[src/rtl/assert_macros.svh]
// Assertion helpers shared by the RTL. Every check is clocked on clk and
// is switched off while rst is high.
`ifndef ASSERT_MACROS_SVH
`define ASSERT_MACROS_SVH

// Checks that a condition holds at every clock edge.
`define ASSERT_ALWAYS(lbl, expr, msg) \
  lbl: assert property (@(posedge clk) disable iff (rst) (expr)) else $error(msg);

// Checks that a trigger at one edge is followed by a condition at the next edge.
`define ASSERT_NEXT(lbl, trig, cons, msg) \
  lbl: assert property (@(posedge clk) disable iff (rst) (trig) |=> (cons)) else $error(msg);

`endif

[src/rtl/bsr_pkg.sv]
package bsr_pkg;

  // Block configuration.
  localparam int CHANNELS    = 4;
  localparam int SAMPLE_BITS = 24;
  localparam int GROUPS      = 2;

  // Field widths.
  localparam int CH_W     = 2;
  localparam int CH_AW    = $clog2(CHANNELS);
  localparam int IDX_W    = $clog2(SAMPLE_BITS);
  localparam int SAMPLE_W = 24;
  localparam int TIME_W   = 32;
  localparam int STAMP_W  = 64;
  localparam int COUNT_W  = 32;
  localparam int LIMIT_W  = 24;
  localparam int EXT_W    = ((SAMPLE_BITS > SAMPLE_W) ? SAMPLE_BITS : SAMPLE_W) + 2;

  // Last bit position of a converter word.
  localparam logic [IDX_W-1:0] IDX_LAST = IDX_W'(SAMPLE_BITS - 1);

  // Configuration port.
  localparam int ADDR_W      = 3;
  localparam int DATA_W      = 32;
  localparam int REG_INDEX_W = ADDR_W - 2;
  localparam logic [REG_INDEX_W-1:0] REG_JUMP_LIMIT = '0;
  localparam logic [LIMIT_W-1:0]     LIMIT_RESET    = 24'd10000;

  // One sampled bit from a converter.
  typedef struct packed {
    logic [CH_W-1:0]   channel;
    logic              data_bit;
    logic [TIME_W-1:0] now_time;
  } in_t;

  // One completed conversion.
  typedef struct packed {
    logic [CH_W-1:0]            out_channel;
    logic signed [SAMPLE_W-1:0] sample;
    logic [STAMP_W-1:0]         timestamp;
    logic                       jump;
    logic [COUNT_W-1:0]         jump_count;
    logic [COUNT_W-1:0]         sample_count;
  } out_t;

  // Per-channel state entry held in the channel memory.
  typedef struct packed {
    logic [SAMPLE_BITS-1:0]        word;
    logic [IDX_W-1:0]              bit_index;
    logic [STAMP_W-1:0]            read_time;
    logic signed [SAMPLE_BITS-1:0] prev_sample;
    logic [COUNT_W-1:0]            jump_total;
    logic [COUNT_W-1:0]            sample_total;
  } chan_state_t;

  // Status of the result buffer toward the pipeline.
  typedef struct packed {
    logic room;
    logic full;
  } fifo_status_t;

endpackage

[src/rtl/bridge_adc_serial_reader_top.sv]
// Serial readout for four 24-bit bridge converters.
// Input channel (in_valid/in_ready/in_data): one sampled data bit of one
// converter per transaction, most significant bit first, with the free-running
// 32-bit timer. The timer is extended to 64 bits on a word's first bit, using
// the last extended time of the channel's pair group (channels 0/2 and 1/3).
// Output channel (out_valid/out_ready/out_data): one transaction per completed
// word with the sign-extended sample, its timestamp, a jump flag and the
// channel's jump and sample counters.
// Throughput: one input transaction per cycle while in_ready is high. The state
// of each channel and group lives in a memory with a registered read; the entry
// is read at acceptance, updated and written back in the next cycle, with
// forwarding for an item of the same channel or group that follows directly.
// A result is built in the pipeline stage and then held in the result buffer.
// Stall: a two-entry result buffer absorbs receiver stalls; in_ready drops
// only when that buffer, counting the staged item, has no room for another.
// Reset: all channel and group state reads as zero, jump_limit returns to
// 10000 and both channels are empty. jump_limit is written over the APB port.
`include "assert_macros.svh"

module bridge_adc_serial_reader_top (
  input  logic                         clk,
  input  logic                         rst,
  input  logic                         in_valid,
  output logic                         in_ready,
  input  bsr_pkg::in_t                 in_data,
  output logic                         out_valid,
  input  logic                         out_ready,
  output bsr_pkg::out_t                out_data,
  input  logic                         psel,
  input  logic                         penable,
  input  logic                         pwrite,
  input  logic [bsr_pkg::ADDR_W-1:0]   paddr,
  input  logic [bsr_pkg::DATA_W-1:0]   pwdata,
  output logic [bsr_pkg::DATA_W-1:0]   prdata,
  output logic                         pready
);
  import bsr_pkg::*;

  // Configuration register.
  logic [LIMIT_W-1:0]     jump_limit;
  logic [REG_INDEX_W-1:0] reg_index;

  // Pipeline stage that holds the accepted item.
  logic        accept;
  logic        s1_valid;
  in_t         s1_item;
  logic        chan_ok;

  // Channel memory and forwarding.
  chan_state_t           ch_mem [CHANNELS];
  logic [CHANNELS-1:0]   ch_vld;
  chan_state_t           ch_rd_q;
  logic                  ch_rd_vld;
  logic                  ch_fwd_hit;
  chan_state_t           ch_fwd_data;
  logic                  ch_we;
  logic [CH_AW-1:0]      ch_wr_addr;
  logic [CH_AW-1:0]      ch_rd_addr;
  chan_state_t           ent;
  chan_state_t           ent_next;

  // Group time memory and forwarding.
  logic [STAMP_W-1:0]    grp_mem [GROUPS];
  logic [GROUPS-1:0]     grp_vld;
  logic [STAMP_W-1:0]    grp_rd_q;
  logic                  grp_rd_vld;
  logic                  grp_fwd_hit;
  logic [STAMP_W-1:0]    grp_fwd_data;
  logic                  grp_we;
  logic                  grp_wr_addr;
  logic                  grp_rd_addr;
  logic [STAMP_W-1:0]    grp_last;
  logic [STAMP_W-1:0]    grp_new;
  logic [TIME_W-1:0]     time_delta;

  // Word completion.
  logic                    first_bit;
  logic                    last_bit;
  logic [SAMPLE_BITS-1:0]  word_base;
  logic signed [EXT_W-1:0] s_ext;
  logic signed [EXT_W-1:0] diff;
  logic signed [EXT_W-1:0] lim;
  logic                    jump;

  // Result buffer.
  logic         res_push;
  out_t         res_data;
  fifo_status_t fifo_st;

  // APB register access.
  assign pready    = 1'b1;
  assign reg_index = paddr[ADDR_W-1:2];
  assign prdata    = (reg_index == REG_JUMP_LIMIT) ? DATA_W'(jump_limit) : '0;

  always_ff @(posedge clk) begin
    if (rst) begin
      jump_limit <= LIMIT_RESET;
    end else if (psel && penable && pwrite && pready && (reg_index == REG_JUMP_LIMIT)) begin
      jump_limit <= pwdata[LIMIT_W-1:0];
    end
  end

  // Input handshake and the pipeline stage.
  assign in_ready = fifo_st.room;
  assign accept   = in_valid && in_ready;

  always_ff @(posedge clk) begin
    if (rst) begin
      s1_valid <= 1'b0;
    end else begin
      s1_valid <= accept;
    end
  end

  always_ff @(posedge clk) begin
    if (accept) begin
      s1_item <= in_data;
    end
  end

  assign chan_ok     = (32'(s1_item.channel) < CHANNELS);
  assign ch_rd_addr  = in_data.channel[CH_AW-1:0];
  assign ch_wr_addr  = s1_item.channel[CH_AW-1:0];
  assign grp_rd_addr = in_data.channel[0];
  assign grp_wr_addr = s1_item.channel[0];
  assign ch_we       = s1_valid && chan_ok;
  assign grp_we      = ch_we && first_bit;

  // Channel memory: read at acceptance, write back from the stage.
  always_ff @(posedge clk) begin
    if (ch_we) begin
      ch_mem[ch_wr_addr] <= ent_next;
    end
    ch_rd_q     <= ch_mem[ch_rd_addr];
    ch_fwd_data <= ent_next;
  end

  always_ff @(posedge clk) begin
    if (rst) begin
      ch_vld     <= '0;
      ch_rd_vld  <= 1'b0;
      ch_fwd_hit <= 1'b0;
    end else begin
      if (ch_we) begin
        ch_vld[ch_wr_addr] <= 1'b1;
      end
      ch_rd_vld  <= ch_vld[ch_rd_addr];
      ch_fwd_hit <= ch_we && (ch_wr_addr == ch_rd_addr);
    end
  end

  // Group memory: same access pattern as the channel memory.
  always_ff @(posedge clk) begin
    if (grp_we) begin
      grp_mem[grp_wr_addr] <= grp_new;
    end
    grp_rd_q     <= grp_mem[grp_rd_addr];
    grp_fwd_data <= grp_new;
  end

  always_ff @(posedge clk) begin
    if (rst) begin
      grp_vld     <= '0;
      grp_rd_vld  <= 1'b0;
      grp_fwd_hit <= 1'b0;
    end else begin
      if (grp_we) begin
        grp_vld[grp_wr_addr] <= 1'b1;
      end
      grp_rd_vld  <= grp_vld[grp_rd_addr];
      grp_fwd_hit <= grp_we && (grp_wr_addr == grp_rd_addr);
    end
  end

  // Current entries, with forwarding of a write that the read missed.
  always_comb begin
    if (ch_fwd_hit) begin
      ent = ch_fwd_data;
    end else if (ch_rd_vld) begin
      ent = ch_rd_q;
    end else begin
      ent = '0;
    end
    if (grp_fwd_hit) begin
      grp_last = grp_fwd_data;
    end else if (grp_rd_vld) begin
      grp_last = grp_rd_q;
    end else begin
      grp_last = '0;
    end
  end

  // Timestamp extension: the low-word difference is a signed step back.
  assign time_delta = grp_last[TIME_W-1:0] - s1_item.now_time;
  assign grp_new    = grp_last - {{(STAMP_W-TIME_W){time_delta[TIME_W-1]}}, time_delta};

  // Shift in the bit and update the entry.
  assign first_bit = (ent.bit_index == '0);
  assign last_bit  = (ent.bit_index == IDX_LAST);
  assign word_base = first_bit ? '0 : ent.word;
  assign s_ext     = EXT_W'(signed'(ent_next.word));
  assign diff      = s_ext - EXT_W'(ent.prev_sample);
  assign lim       = signed'({{(EXT_W-LIMIT_W){1'b0}}, jump_limit});
  assign jump      = (diff > lim) || (diff < -lim);

  always_comb begin
    ent_next      = ent;
    ent_next.word = {word_base[SAMPLE_BITS-2:0], s1_item.data_bit};
    if (first_bit) begin
      ent_next.read_time = grp_new;
    end
    if (last_bit) begin
      ent_next.bit_index    = '0;
      ent_next.prev_sample  = signed'(ent_next.word);
      ent_next.jump_total   = ent.jump_total + COUNT_W'(jump);
      ent_next.sample_total = ent.sample_total + COUNT_W'(1);
    end else begin
      ent_next.bit_index = ent.bit_index + IDX_W'(1);
    end
  end

  // Result of a completed word.
  assign res_push = ch_we && last_bit;

  always_comb begin
    res_data.out_channel  = s1_item.channel;
    res_data.sample       = s_ext[SAMPLE_W-1:0];
    res_data.timestamp    = ent_next.read_time;
    res_data.jump         = jump;
    res_data.jump_count   = ent_next.jump_total;
    res_data.sample_count = ent_next.sample_total;
  end

  bsr_out_fifo u_out_fifo (
    .clk       (clk),
    .rst       (rst),
    .push      (res_push),
    .push_data (res_data),
    .in_flight (s1_valid),
    .status    (fifo_st),
    .out_valid (out_valid),
    .out_ready (out_ready),
    .out_data  (out_data)
  );

  // Checks on the pipeline and the result buffer.
  `ASSERT_ALWAYS(a_no_overflow, !(res_push && fifo_st.full && !(out_valid && out_ready)), "result pushed into a full buffer")
  `ASSERT_NEXT(a_push_shows, res_push, out_valid, "pushed result not offered")
  `ASSERT_ALWAYS(a_ready_cause, in_ready || out_valid || s1_valid, "input stalled with nothing pending")

endmodule

[src/rtl/bsr_out_fifo.sv]
module bsr_out_fifo (
  input  logic                  clk,
  input  logic                  rst,
  input  logic                  push,
  input  bsr_pkg::out_t         push_data,
  input  logic                  in_flight,
  output bsr_pkg::fifo_status_t status,
  output logic                  out_valid,
  input  logic                  out_ready,
  output bsr_pkg::out_t         out_data
);
  import bsr_pkg::*;

  out_t       slot [2];
  logic       wr_ptr;
  logic       rd_ptr;
  logic [1:0] count;
  logic       pop;

  assign pop       = out_valid && out_ready;
  assign out_valid = (count != 2'd0);
  assign out_data  = slot[rd_ptr];

  // A new item may enter only if the buffer can still hold the result of
  // the item already in the pipeline plus its own.
  always_comb begin
    status.full = (count == 2'd2);
    status.room = (count == 2'd0) ||
                  ((count == 2'd1) && (pop || !in_flight)) ||
                  ((count == 2'd2) && pop && !in_flight);
  end

  // Buffer payload.
  always_ff @(posedge clk) begin
    if (push) begin
      slot[wr_ptr] <= push_data;
    end
  end

  // Pointers and occupancy.
  always_ff @(posedge clk) begin
    if (rst) begin
      wr_ptr <= 1'b0;
      rd_ptr <= 1'b0;
      count  <= 2'd0;
    end else begin
      if (push) begin
        wr_ptr <= !wr_ptr;
      end
      if (pop) begin
        rd_ptr <= !rd_ptr;
      end
      unique case ({push, pop})
        2'b10:   count <= count + 2'd1;
        2'b01:   count <= count - 2'd1;
        default: count <= count;
      endcase
    end
  end

endmodule
[config.mk]
export PLATFORM = sky130hd
export DESIGN_NAME = bridge_adc_serial_reader_top
export DESIGN_NICKNAME = d
export VERILOG_FILES = /design/src/rtl/bsr_pkg.sv /design/src/rtl/bridge_adc_serial_reader_top.sv /design/src/rtl/bsr_out_fifo.sv
export VERILOG_INCLUDE_DIRS = /design/src /design/src/rtl
export SDC_FILE = /design/constraint.sdc
export NUM_CORES = 2
export LEC_CHECK = 0
export ABC_CLOCK_PERIOD_IN_PS = 10300
export BUFFER_PORTS_ARGS = -buffer_cell sky130_fd_sc_hd__buf_2
export CORE_MARGIN = 4
export CORE_UTILIZATION = 55
export DETAILED_ROUTE_END_ITERATION = 12
export PLACE_DENSITY = 0.83
export SETUP_SLACK_MARGIN = 0.05
export SLEW_MARGIN = 20
export SYNTH_ARGS = -nofsm -noshare
export SYNTH_HDL_FRONTEND = slang
export SYNTH_SLANG_ARGS = --single-unit
export TNS_END_PERCENT = 30
[constraint.sdc]
create_clock -name clk -period 10.3 [get_ports clk]
set_input_delay 1.03 -clock clk [delete_from_list [all_inputs] [get_ports clk]]
set_output_delay 1.03 -clock clk [all_outputs]
set_load 0.01 [all_outputs]
# ---- Word-level counts from Yosys, hierarchy flattened
# Memory sizes are Yosys's and may differ from the RTL's. A register that Yosys moved wholly into a read port is not among the register bits.
# Index checks and enable logic that the tools add are counted.
dict set report word_totals {
  regBits 318
  ramBits 1162
  input_bits 77
  out_inout_bits 190
  elab_cells 102
  n_memories 3
}
dict set report classes {
  addsub 9
  magnitude_cmp 8
  n_eq_ne 7
  n_mux 26
  bitwise_logic 3
  n_reduce_logical 25
}
# name depth width read_ports rd_clocked_by_memory_dff write_ports line_no
set memory_table {}
lappend memory_table {ch_mem 4 181 1 1 1 bridge_adc_serial_reader_top.sv:50} ;# chan_state_t ch_mem [CHANNELS];
lappend memory_table {u_out_fifo.slot 2 155 1 1 1 bsr_out_fifo.sv:14} ;# out_t slot [2];
lappend memory_table {grp_mem 2 64 1 1 1 bridge_adc_serial_reader_top.sv:63} ;# logic [STAMP_W-1:0] grp_mem [GROUPS];
# cell count
set op_table {}
lappend op_table {{$mux W180} 2}
lappend op_table {{$mux W64} 3}
lappend op_table {{$mux W88} 1}
lappend op_table {{$sub A64 B64 Y64} 1}
lappend op_table {{$add A32 B1 Y32} 1}
lappend op_table {{$add A32 B1 Y32 const B} 1}
lappend op_table {{$sub A32 B32 Y32} 1}
lappend op_table {{$lt A25 B26 Y1} 1}
lappend op_table {{$neg A24 Y26} 1}
lappend op_table {{$gt A25 B25 Y1} 1}
lappend op_table {{$sub A24 B24 Y25} 1}
lappend op_table {{$mux W24} 1}
lappend op_table {{$mux W23} 1}
lappend op_table {{$logic_and A1 B1 Y1} 14}
lappend op_table {{$mux W1} 13}
lappend op_table {{$lt A2 B3 Y1 const B} 2}
lappend op_table {{$add A5 B1 Y5 const B} 1}
lappend op_table {{$eq A5 B5 Y1 const B} 1}
lappend op_table {{$logic_not A5 Y1} 1}
lappend op_table {{$mux W5} 1}
lappend op_table {{$eq A2 B1 Y1 const B} 2}
lappend op_table {{$eq A2 B2 Y1 const B} 2}
lappend op_table {{$logic_or A1 B1 Y1} 4}
lappend op_table {{$lt A1 B2 Y1 const B} 2}
lappend op_table {{other kinds (16)} 19}

# ---- Logic depth before layout (Yosys ltp)
dict set report depth {
  ltp_word 9
  depth_mapped 45
  mapped_depth_nobuf 36
}

# ---- By module
# Synthesis repeated with hierarchy kept, for this count alone.
dict set report hier_totals {
  cells_unflattened 4291
  hier_area_um2 66805.3
}
# module n_inst cells_each area_per_inst_um2 seq_area_each_um2
set by_module_without_submodules {}
lappend by_module_without_submodules {bridge_adc_serial_reader_top 1 3780 55265.5 36985.5}
lappend by_module_without_submodules {bsr_out_fifo 1 511 11539.8 9409.0}

# ---- Worst setup path before layout
# Ideal clock, no wire load.
dict set report synth_timing {
  kind {flip-flop to flip-flop}
  startpoint {reg ch_fwd_hit}
  endpoint {mem u_out_fifo.slot[0][0] in the netlist's numbering (enable)}
  setup_time_ns 0.674
  t_arrival_ns 9.149
  required_time_ns 9.626
  setup_slack_ns 0.478
  stages_incl_launch_ff 15
  n_path_buf 7
  period_less_slack_ns 9.822
  path_cell_list {dfxtp_1 -> buf_6 -> buf_2 -> buf_2 -> buf_2 -> buf_2 -> clkbuf_1 -> buf_2 -> a22oi_1 -> inv_1 -> ha_1 -> inv_1 -> a221oi_4 -> nand2_1 -> nor2_1}
}
dict set report synth_via {
  elab_chain_cells 5
}
# element line_no
set synth_lines {}
lappend synth_lines {{start, declared} bridge_adc_serial_reader_top.sv:54} ;# logic ch_fwd_hit;
lappend synth_lines {{start signal, assigned} bridge_adc_serial_reader_top.sv:148} ;# ch_fwd_hit <= ch_we && (ch_wr_addr == ch_rd_addr);
lappend synth_lines {{$mux W180} bridge_adc_serial_reader_top.sv:177} ;# if (ch_fwd_hit) begin
lappend synth_lines {{$eq A5 B5 Y1} bridge_adc_serial_reader_top.sv:199} ;# assign last_bit = (ent.bit_index == IDX_LAST);
lappend synth_lines {{$logic_and A1 B1 Y1} bridge_adc_serial_reader_top.sv:223} ;# assign res_push = ch_we && last_bit;
lappend synth_lines {{$mux W1} bsr_out_fifo.sv:35} ;# if (push) begin
lappend synth_lines {{$mux W1 (implied by the code)} bsr_out_fifo.sv:36} ;# slot[wr_ptr] <= push_data;
lappend synth_lines {{end, declared} bsr_out_fifo.sv:14}
# Every way passes these cells.

==> flow_metrics.tcl <==
set metrics [dict create \
    routed_via_density 5.95 \
    globalRouteTotalUtil_pct 22.7 \
    crit_buf_inv 0 \
    gp_congestion 0.909 \
    die_h_um 357 \
    grt_pass1_wl_mm 223 \
    synth_edf_count 1193 \
    max_freq_ghz 0.106 \
    tightest_slew_ns 1.12 \
    cpMostUsedCell "ha_1" \
    synth-main-ff-cell "edfxtp_1" \
    clock_sinks 1721 \
    cts_tree "built" \
    path_clk_slew_ns 0.06 \
    core_sq_mm 0.120 \
    slew_violations 0 \
    status "finished, final reports clean" \
    clockRootBuffer "clkbuf_16" \
    post_cts_buffers 0 \
    num_rows 127 \
    ys_types 98 \
    cts_buffers 168 \
    worstPathMaxFanout 53 \
    htreeDepth 4 \
    rsz0062_at_grt "no" \
    ios 267 \
    dieWidth_um 357 \
    fillers 8284 \
    start_kind "flop" \
    diodes 0 \
    wl_per_cell_um 22.7 \
    antenna_found_initial 3 \
    postSynth.asyncResetShare_pct 0 \
    drt_iter0_markers 3104 \
    hpwlAfterDp_mm 86.2 \
    hold_buffers 0 \
    ys_ff_latch 1721 \
    powerDensity_mw_per_mm2 228 \
    max_stage_delay_ns 0.66 \
    ir_drop_mv 0.163 \
    synth.area.top_cells "edfxtp_1 54%, dfxtp_1 16%, mux4_2 6.1%" \
    start_util_pct 55.6 \
    final_nets 4819 \
    drtPass1Iterations 6 \
    critical_path.top_delay_family "compound AO/OA/AOI/OAI gates" \
    hold_class "in2reg" \
    yosysMostFrequentCell "edfxtp_1" \
    final-hold-violation-count 0 \
    final.setup.tns_ns 0 \
    ant_nets 0 \
    end_kind "flop" \
    crit_type "reg2reg" \
    fin_crit_sh_pct 91.7 \
    grt_pass1_vias 38700 \
    drv_cap 0 \
    synth_top_area_share_pct 53.5 \
    clock_skew_ns 0.0553 \
    clk_path_buf_depth 3 \
    synthesis.instances 4287 \
    cts_resized 0 \
    yosysTopAreaCell "edfxtp_1" \
    relSlewSlack_pct 25.2 \
    yosysSeqAreaShare_pct 69.3 \
    crit_slowest_cell "and2b_4" \
    drt_wl_total_mm 144 \
    io_buffers 247 \
    drc 0 \
    gr-total-overflow 0 \
    worstPathRequired_ns 10.84 \
    yosys-top-cells-count "1193 x edfxtp_1, 528 x dfxtp_1, 309 x nor2_1" \
    die_area_sq_mm 0.127 \
    avgSynthCellArea_sq_um 15.6 \
    grt_max_degree 113 \
    syn_to_final_growth_pct 13.0 \
    p_leak_nw 27.5 \
    clkLatencyLatePin_ns 0.80 \
    drive_above_1_share_pct 21.6 \
    vias 37600 \
    syn_area_sq_mm 0.0669 \
    worstPathArrival_ns 9.99 \
    post-route-min-period_ns 9.45 \
    yosysWarnings 0 \
    setup_viol 0 \
    utilization_pct 62.9 \
]
[flip-flops by register name, summed over array words and instances (netlist names), 2 cells and up, named ones only]
register,flops
grp_rd_q,64
u_out_fifo.slot,310
ch_vld,4
grp_fwd_data,64
u_out_fifo.count,2
ch_fwd_data,180
ch_rd_q,180
ch_mem,720
grp_mem,128
s1_item,32
jump_limit,24
grp_vld,2
ch_wr_addr,2
[per-stage QoR]
step	instance area, sq um	power (mW)	hold WS, ns	setup WS (ns)	instances
detailed placement	69900	11.2	0.455	0.993	6009
finish	75600	17.3	0.402	0.850	6326
global route	75600	18.0	0.357	0.142	6326
global placement	69900	11.1	0.444	1.11	6009
CTS	75600	17.4	0.330	0.962	6326
floorplan	66900	10.4	0.435	0.478	4294
[cell usage in the layout (no fill, tap or decap), drive strengths merged, types with 22 or more instances in the layout]
cell / instances
nor2: 311
clkinv: 73
xnor2: 134
clkbuf: 222
o21a: 39
inv: 113
a221oi: 51
xor2: 61
dfxtp: 528
o21ai: 87
a21oi: 193
mux4: 181
mux2: 220
a22o: 77
buf: 298
nand3: 48
ha: 172
a21o: 63
nand2: 166
nor3: 39
edfxtp: 1193
nand4: 22
o21bai: 22
a22oi: 87
[cell type report]
| cell class | count | area, sq um | area share [%] |
|---|---|---|---|
| Clock buffer | 221 | 4630 | 6.12 |
| Clock inverter | 96 | 1070 | 1.41 |
| Inverter | 105 | 394 | 0.521 |
| Multi-Input combinational cell | 2272 | 19400 | 25.7 |
| Sequential cell | 1721 | 46400 | 61.4 |
| Tap cell | 1612 | 2020 | 2.67 |
| Timing Repair Buffer | 299 | 1670 | 2.21 |
[worst register-to-register path, delay by kind of cell, from the launching register on]
kind | cells | cell delay [ns]
AOI/OAI and AO/OA | 16 | 4.12
xor gates and xnor gates | 2 | 0.51
adders and majority gates | 5 | 1.37
DFF | 1 | 0.61
and+or+nand+nor | 12 | 2.59
[final timing paths]
path,startpoint,end,slack (ns),cells after the start
worst max-delay path,ch_fwd_hit,u_out_fifo.slot[0][62],0.85,35
worst min-delay path,in_data[9],s1_item[9],0.40,1
worst max register to register,ch_fwd_hit,u_out_fifo.slot[0][62],0.85,35
worst min register to register,grp_mem[1][41],grp_rd_q[41],0.44,1
[where the power goes]
group,total [mW],switching (mW),internal [mW],leakage (nW)
Clock,6.15,2.65,3.50,2.78
Sequential,8.57,0.180,8.40,15.5
Combinational,2.53,1.68,0.849,9.28
Total,17.3,4.51,12.7,27.5
[cell families after synthesis]
family / share of synthesized area (%)
muxes: 9.90
AOI/OAI and AO/OA: 8.12
buffers and inverters: 1.80
xor gates and xnor gates: 2.59
and+or+nand+nor: 4.93
other: 0.0112
adders and majority gates: 3.32
DFF: 69.3
[layer usage]
layer,global-route usage [%],wire length (um)
met2,38.6,72300
met3,3.42,9710
met5,0,0
met4,6.84,3250
met1,30.5,58600
Power figures use the tool's default switching activity.
